<file path="config.mk">
export PLATFORM = sky130hd
export DESIGN_NAME = sorted_priority_queue
export DESIGN_NICKNAME = d
export VERILOG_FILES = /design/src/design/spq_pkg.sv /design/src/design/sorted_priority_queue.sv /design/src/design/spq_cell.sv
export VERILOG_INCLUDE_DIRS = /design/src /design/src/design
export SDC_FILE = /design/constraint.sdc
export NUM_CORES = 2
export LEC_CHECK = 0
export ABC_CLOCK_PERIOD_IN_PS = 4600
export BUFFER_PORTS_ARGS = -buffer_cell sky130_fd_sc_hd__buf_2
export CAP_MARGIN = 30
export CORE_MARGIN = 3
export CORE_UTILIZATION = 50
export DETAILED_ROUTE_END_ITERATION = 16
export PLACE_DENSITY = 0.71
export SYNTH_ARGS = -nofsm -noshare
export SYNTH_HDL_FRONTEND = slang
export SYNTH_HIERARCHICAL = 1
export SYNTH_SLANG_ARGS = --single-unit
</file>
<file path="constraint.sdc">
create_clock -name clk -period 4.6 [get_ports clk]
set_clock_uncertainty 0.05 [all_clocks]
set_input_delay 0.23 -clock clk [delete_from_list [all_inputs] [get_ports clk]]
set_output_delay 0.23 -clock clk [all_outputs]
set_load 0.02 [all_outputs]
</file>
<file path="src/design/sorted_priority_queue_macros.svh">
// Assertion macros used by the sorted priority queue top-level design file.
`ifndef SORTED_PRIORITY_QUEUE_MACROS_SVH
`define SORTED_PRIORITY_QUEUE_MACROS_SVH

// Same-cycle implication, checked outside reset.
`define SPQ_ASSERT_NOW(lbl, ante, cons, msg) \
  lbl: assert property (@(posedge clk) disable iff (rst) (ante) |-> (cons)) else $error(msg);

// Next-cycle implication, checked outside reset.
`define SPQ_ASSERT_NEXT(lbl, ante, cons, msg) \
  lbl: assert property (@(posedge clk) disable iff (rst) (ante) |=> (cons)) else $error(msg);

`endif

</file>
<file path="src/design/spq_pkg.sv">
// Package with the types and constants of the sorted priority queue.
`timescale 1ns / 1ps
package spq_pkg;

  localparam int unsigned KEY_WIDTH     = 32;
  localparam int unsigned TAG_WIDTH     = 8;
  localparam int unsigned OCC_WIDTH     = 5;
  localparam int unsigned DEFAULT_DEPTH = 16;

  typedef enum logic {
    OP_INSERT = 1'b0,
    OP_REMOVE = 1'b1
  } op_t;

  typedef enum logic [1:0] {
    STATUS_DONE  = 2'd0,
    STATUS_EMPTY = 2'd1,
    STATUS_FULL  = 2'd2
  } status_t;

  typedef struct packed {
    op_t                   opcode;
    logic [KEY_WIDTH-1:0]  new_key;
    logic [TAG_WIDTH-1:0]  new_tag;
  } req_t;

  typedef struct packed {
    status_t               status;
    logic [KEY_WIDTH-1:0]  out_key;
    logic [TAG_WIDTH-1:0]  out_tag;
    logic [OCC_WIDTH-1:0]  occupancy;
  } rsp_t;

  // Command broadcast to every cell of the chain.
  typedef struct packed {
    logic                  ins;
    logic                  rem;
    logic [KEY_WIDTH-1:0]  key;
    logic [TAG_WIDTH-1:0]  tag;
  } cell_cmd_t;

  // What a cell shows its neighbours.
  typedef struct packed {
    logic [KEY_WIDTH-1:0]  key;
    logic [TAG_WIDTH-1:0]  tag;
    logic                  ge;
  } cell_link_t;

endpackage

</file>
<file path="src/design/sorted_priority_queue.sv">
// Sorted priority queue, largest key first: a row of cells plus a result register.
//
// Requests arrive on req (req_valid/req_ready). An insert stores new_key and
// new_tag behind every stored entry with a key greater or equal, so equal keys
// leave in arrival order; a removal returns the head entry. Every request
// gives exactly one response on rsp (rsp_valid/rsp_ready) carrying a status,
// the removed key and tag (zero when nothing is removed) and the occupancy
// after the operation.
// The response is registered at the request transfer edge and offered from
// the next cycle. Throughput is one request per cycle unless the receiver stalls;
// all DEPTH cells compare against the broadcast key and shift in the same
// cycle, so the chain length only sets the fan-out of that broadcast.
// Reset empties the queue (the entry count goes to zero) and drops any
// pending response; cell contents need no clearing and no sweep is run.
// While the receiver stalls, the response is held and req_ready falls, so
// at most one response is ever waiting.
`timescale 1ns / 1ps
module sorted_priority_queue
  import spq_pkg::*;
#(
  parameter int unsigned DEPTH = DEFAULT_DEPTH
) (
  input  logic clk,
  input  logic rst,
  input  logic req_valid,
  output logic req_ready,
  input  req_t req,
  output logic rsp_valid,
  input  logic rsp_ready,
  output rsp_t rsp
);

  localparam int unsigned CNT_WIDTH = $clog2(DEPTH + 1);

  logic [CNT_WIDTH-1:0] count;
  logic [CNT_WIDTH-1:0] count_next;
  rsp_t                 rsp_next;
  logic                 rsp_valid_next;
  logic                 take;
  logic                 full;
  logic                 empty;
  cell_cmd_t            cmd;
  cell_link_t           links [DEPTH];
  logic [DEPTH-1:0]     valid;

  assign req_ready = !rsp_valid || rsp_ready;
  assign take      = req_valid && req_ready;
  assign full      = (count == CNT_WIDTH'(DEPTH));
  assign empty     = (count == '0);

  assign cmd.ins = take && (req.opcode == OP_INSERT) && !full;
  assign cmd.rem = take && (req.opcode == OP_REMOVE) && !empty;
  assign cmd.key = req.new_key;
  assign cmd.tag = req.new_tag;

  for (genvar i = 0; i < DEPTH; i++) begin : g_cell
    cell_link_t left_link;
    cell_link_t right_link;

    assign valid[i] = (count > CNT_WIDTH'(i));

    if (i == 0) begin : g_head
      // The head has nothing in front of it to hold the new key back.
      assign left_link = '{key: '0, tag: '0, ge: 1'b1};
    end else begin : g_body
      assign left_link = links[i-1];
    end

    if (i == DEPTH - 1) begin : g_tail
      assign right_link = '{key: '0, tag: '0, ge: 1'b0};
    end else begin : g_inner
      assign right_link = links[i+1];
    end

    spq_cell u_cell (
      .clk   (clk),
      .cmd   (cmd),
      .valid (valid[i]),
      .left  (left_link),
      .right (right_link),
      .link  (links[i])
    );
  end

  always_comb begin
    count_next = count;
    if (cmd.ins) begin
      count_next = count + CNT_WIDTH'(1);
    end else if (cmd.rem) begin
      count_next = count - CNT_WIDTH'(1);
    end
  end

  always_comb begin
    rsp_next.status    = STATUS_DONE;
    rsp_next.out_key   = '0;
    rsp_next.out_tag   = '0;
    rsp_next.occupancy = OCC_WIDTH'(count_next);
    case (req.opcode)
      OP_INSERT: begin
        if (full) begin
          rsp_next.status = STATUS_FULL;
        end
      end
      OP_REMOVE: begin
        if (empty) begin
          rsp_next.status = STATUS_EMPTY;
        end else begin
          rsp_next.out_key = links[0].key;
          rsp_next.out_tag = links[0].tag;
        end
      end
      default: begin
        rsp_next.status = STATUS_DONE;
      end
    endcase
  end

  always_comb begin
    rsp_valid_next = rsp_valid;
    if (take) begin
      rsp_valid_next = 1'b1;
    end else if (rsp_ready) begin
      rsp_valid_next = 1'b0;
    end
  end

  always_ff @(posedge clk) begin
    if (rst) begin
      count     <= '0;
      rsp_valid <= 1'b0;
    end else begin
      count     <= count_next;
      rsp_valid <= rsp_valid_next;
    end
  end

  always_ff @(posedge clk) begin
    if (take) begin
      rsp <= rsp_next;
    end
  end

`include "sorted_priority_queue_macros.svh"

  `SPQ_ASSERT_NOW(a_count_bound, 1'b1, count <= CNT_WIDTH'(DEPTH),
    "entry count beyond depth")
  `SPQ_ASSERT_NOW(a_head_order, count >= CNT_WIDTH'(2),
    $signed(links[0].key) >= $signed(links[1].key),
    "head entry smaller than its successor")
  `SPQ_ASSERT_NEXT(a_insert_count, cmd.ins, count == $past(count) + CNT_WIDTH'(1),
    "insert did not raise the count")
  `SPQ_ASSERT_NEXT(a_remove_head, cmd.rem,
    rsp_valid && (rsp.out_key == $past(links[0].key)),
    "removal did not return the head key")
  `SPQ_ASSERT_NEXT(a_full_hold, take && (req.opcode == OP_INSERT) && full,
    (count == $past(count)) && (rsp.status == STATUS_FULL),
    "refused insert changed the queue")

endmodule

</file>
<file path="src/design/spq_cell.sv">
// One slot of the sorted chain: holds an entry and shifts it left or right.
`timescale 1ns / 1ps
module spq_cell
  import spq_pkg::*;
(
  input  logic       clk,
  input  cell_cmd_t  cmd,
  input  logic       valid,
  input  cell_link_t left,
  input  cell_link_t right,
  output cell_link_t link
);

  logic [KEY_WIDTH-1:0] key;
  logic [TAG_WIDTH-1:0] tag;
  logic [KEY_WIDTH-1:0] key_next;
  logic [TAG_WIDTH-1:0] tag_next;
  logic                 ge;

  // A stored entry at least as large as the new key stays where it is.
  assign ge = valid && ($signed(key) >= $signed(cmd.key));

  always_comb begin
    key_next = key;
    tag_next = tag;
    if (cmd.ins) begin
      if (!ge) begin
        if (left.ge) begin
          key_next = cmd.key;
          tag_next = cmd.tag;
        end else begin
          key_next = left.key;
          tag_next = left.tag;
        end
      end
    end else if (cmd.rem) begin
      key_next = right.key;
      tag_next = right.tag;
    end
  end

  always_ff @(posedge clk) begin
    key <= key_next;
    tag <= tag_next;
  end

  assign link.key = key;
  assign link.tag = tag;
  assign link.ge  = ge;

endmodule

</file>
==> impl_metrics.tcl <==
set metrics [dict create \
    status "completed" \
    synth_cells 4883 \
    fin_nets 5571 \
    postCtsSetupRepairBufs 0 \
    drc 0 \
    max_slew_margin 0.321 \
    drtIter0Drc 3150 \
    cap_violations 0 \
    worst_pin_slew_ns 1.02 \
    r2r-start "count[1]$_SDFF_PP0_" \
    cts_tree "yes" \
    grt_pass1_wl_mm 191 \
    critical-path-top-delay-family "buffers and inverters" \
    critPathLaunchType "register" \
    routed-wl-met2_mm 52.9 \
    seqPwrFrac 0.421 \
    fin_area_sq_um 53700 \
    num_vias 36100 \
    dpl-instance-area_sq_um 51200 \
    groute.usage.overall 0.230 \
    clk_path_buf_depth 3 \
    cp.depth 8 \
    drtAntennaViolNets 0 \
    fp.dieW_microns 318 \
    whs_ns 0.194 \
    cts_resized 0 \
    pwr-share-clk 0.281 \
    cts_sinks 693 \
    final.setup.tns_ns 0 \
    timing.rr.end "g_cell[8].u_cell/tag[6]$_DFFE_PP_" \
    antenna_found_initial 0 \
    post-dp-hpwl_mm 89.1 \
    layout_min_cycle_time_ns 3.61 \
    firstDrtPassIters 6 \
    die_area_sq_um 101000 \
    finalCritPeriodShare 0.784 \
    grt_start_max_net_pins 220 \
    setup_violations 0 \
    overflow 0 \
    grt_pass1_vias 35400 \
    clock_latency_ns 0.63 \
    area_growth_syn_to_layout_pct 10.6 \
    htree_levels 3 \
    cts_hold_buffers 3 \
    gp_congestion 0.905 \
    ir_drop_mv 0.237 \
    worst-path-max-fanout 86 \
    reg2reg_depth 8 \
    crit_end "g_cell[8].u_cell/tag[6]$_DFFE_PP_" \
    slew_viol_final 0 \
    crit_top_cell "buf_4" \
    p_sw_frac 0.332 \
    critPathSlowestCell "dfxtp_1" \
    rows 113 \
    drive_gt1_frac 0.0896 \
    die_y_microns 318 \
    start_util 0.508 \
    syn_area_sq_um 48600 \
    cp_cell_sequence "inv_1, ha_1, and4bb_4, nor4b_4, buf_12, buf_4, o32a_2, buf_4" \
    fp.coreArea_sq_um 95700 \
    p_int_uw 14600 \
    path_clk_slew_ns 0.06 \
    finalHoldViolations 0 \
    via_per_inst 5.69 \
    io_pins 94 \
    leakagePower_uw 0.0224 \
    hold_path.class "input port to register" \
    dr_wl_met3_mm 6.26 \
    rsz0062_at_grt "no" \
    p_per_area_nw_per_um2 406 \
    yosysWarnings 6 \
    p_comb_frac 0.298 \
    crit_required_ns 4.83 \
    critPathMaxStageDelay_ns 0.51 \
    switchingPower_uw 7240 \
    fmax_ghz 0.277 \
    routed.top_layer "met4" \
    avgSynthCellArea_sq_um 9.95 \
    wl_met1_mm 56.0 \
    layout_commonest_cell "a21oi_1" \
    critPathCaptureType "register" \
    ff2ff_setup_slack_ns 0.99 \
    wl_per_cell_microns 18.9 \
    crit_type "register to register" \
    antennaDiodeCount 0 \
    root_buffer "clkbuf_16" \
    numCtsBuffers 81 \
    arrival_ns 3.84 \
    path_buf_inv 4 \
    drt-total-wl_mm 120 \
    io_buffers 93 \
    final_cell_mix "a21oi_1 (838), edfxtp_1 (687), nor2_1 (666), mux2i_1 (640), inv_1 (521)" \
    cp-startpoint "count[1]$_SDFF_PP0_" \
]
-- worst min-delay path by stage --
stage / startpoint / end / slack, ns / depth (start not counted)
2_1_floorplan: rst / count[1]$_SDFF_PP0_ / 0.24 / 1
3_3_place_gp: rst / count[3]$_SDFF_PP0_ / 0.47 / 2
5_1_grt: req[1] / g_cell[2].u_cell/tag[1]$_DFFE_PP_ / 0.21 / 3
4_1_cts: req[7] / g_cell[3].u_cell/tag[7]$_DFFE_PP_ / 0.16 / 3
3_5_place_dp: rst / count[1]$_SDFF_PP0_ / 0.48 / 2
6_report: req[3] / g_cell[2].u_cell/tag[3]$_DFFE_PP_ / 0.19 / 3
-- tightest hold or removal path: stages --
cell and delay [ns]:
buf_2 0.22, mux2i_1 0.18, a21oi_1 0.07
-- state kept, by name, summed over array words and instances, names as in the netlist --
name,flops
rsp_valid,1
g_cell.u_cell/key,512
g_cell.u_cell/tag,128
rsp,47
count,5
-- routing by layer --
layer,GRT usage,up-vias
met4,0.0829,0
li1,-,17900
met1,0.332,16900
met5,0,-
met2,0.361,1037
met3,0.0233,241
-- area by class of cell --
type	instances	area, sq um
well taps	1265	1580
clock buffers	102	2150
repair buffers	215	1790
clock inverters	42	317
multi-input cells	3494	25200
fillers	8214	42000
flip-flops and latches	693	20700
inverters	523	1960
-- power by group through the flow --
stage	Sequential [uW]	Combinational [uW]	Clock (uW)
after floorplan	9040	4730	0
after global placement	9270	6130	0
after detailed placement	9270	6450	0
after CTS	9160	6450	6250
after global routing	9300	7240	6490
final	9170	6500	6130
-- metrics by stage --
stage	total power, uW	cells	util	setup slack (ns)
2_1_floorplan	13800	4962	-	0.499
3_3_place_gp	15400	6178	0.533	0.797
3_5_place_dp	15700	6184	0.535	0.682
4_1_cts	21900	6331	0.561	1.01
5_1_grt	23000	6334	0.561	0.748
6_report	21800	6334	0.561	0.994
Power figures use the tool's default switching activity.
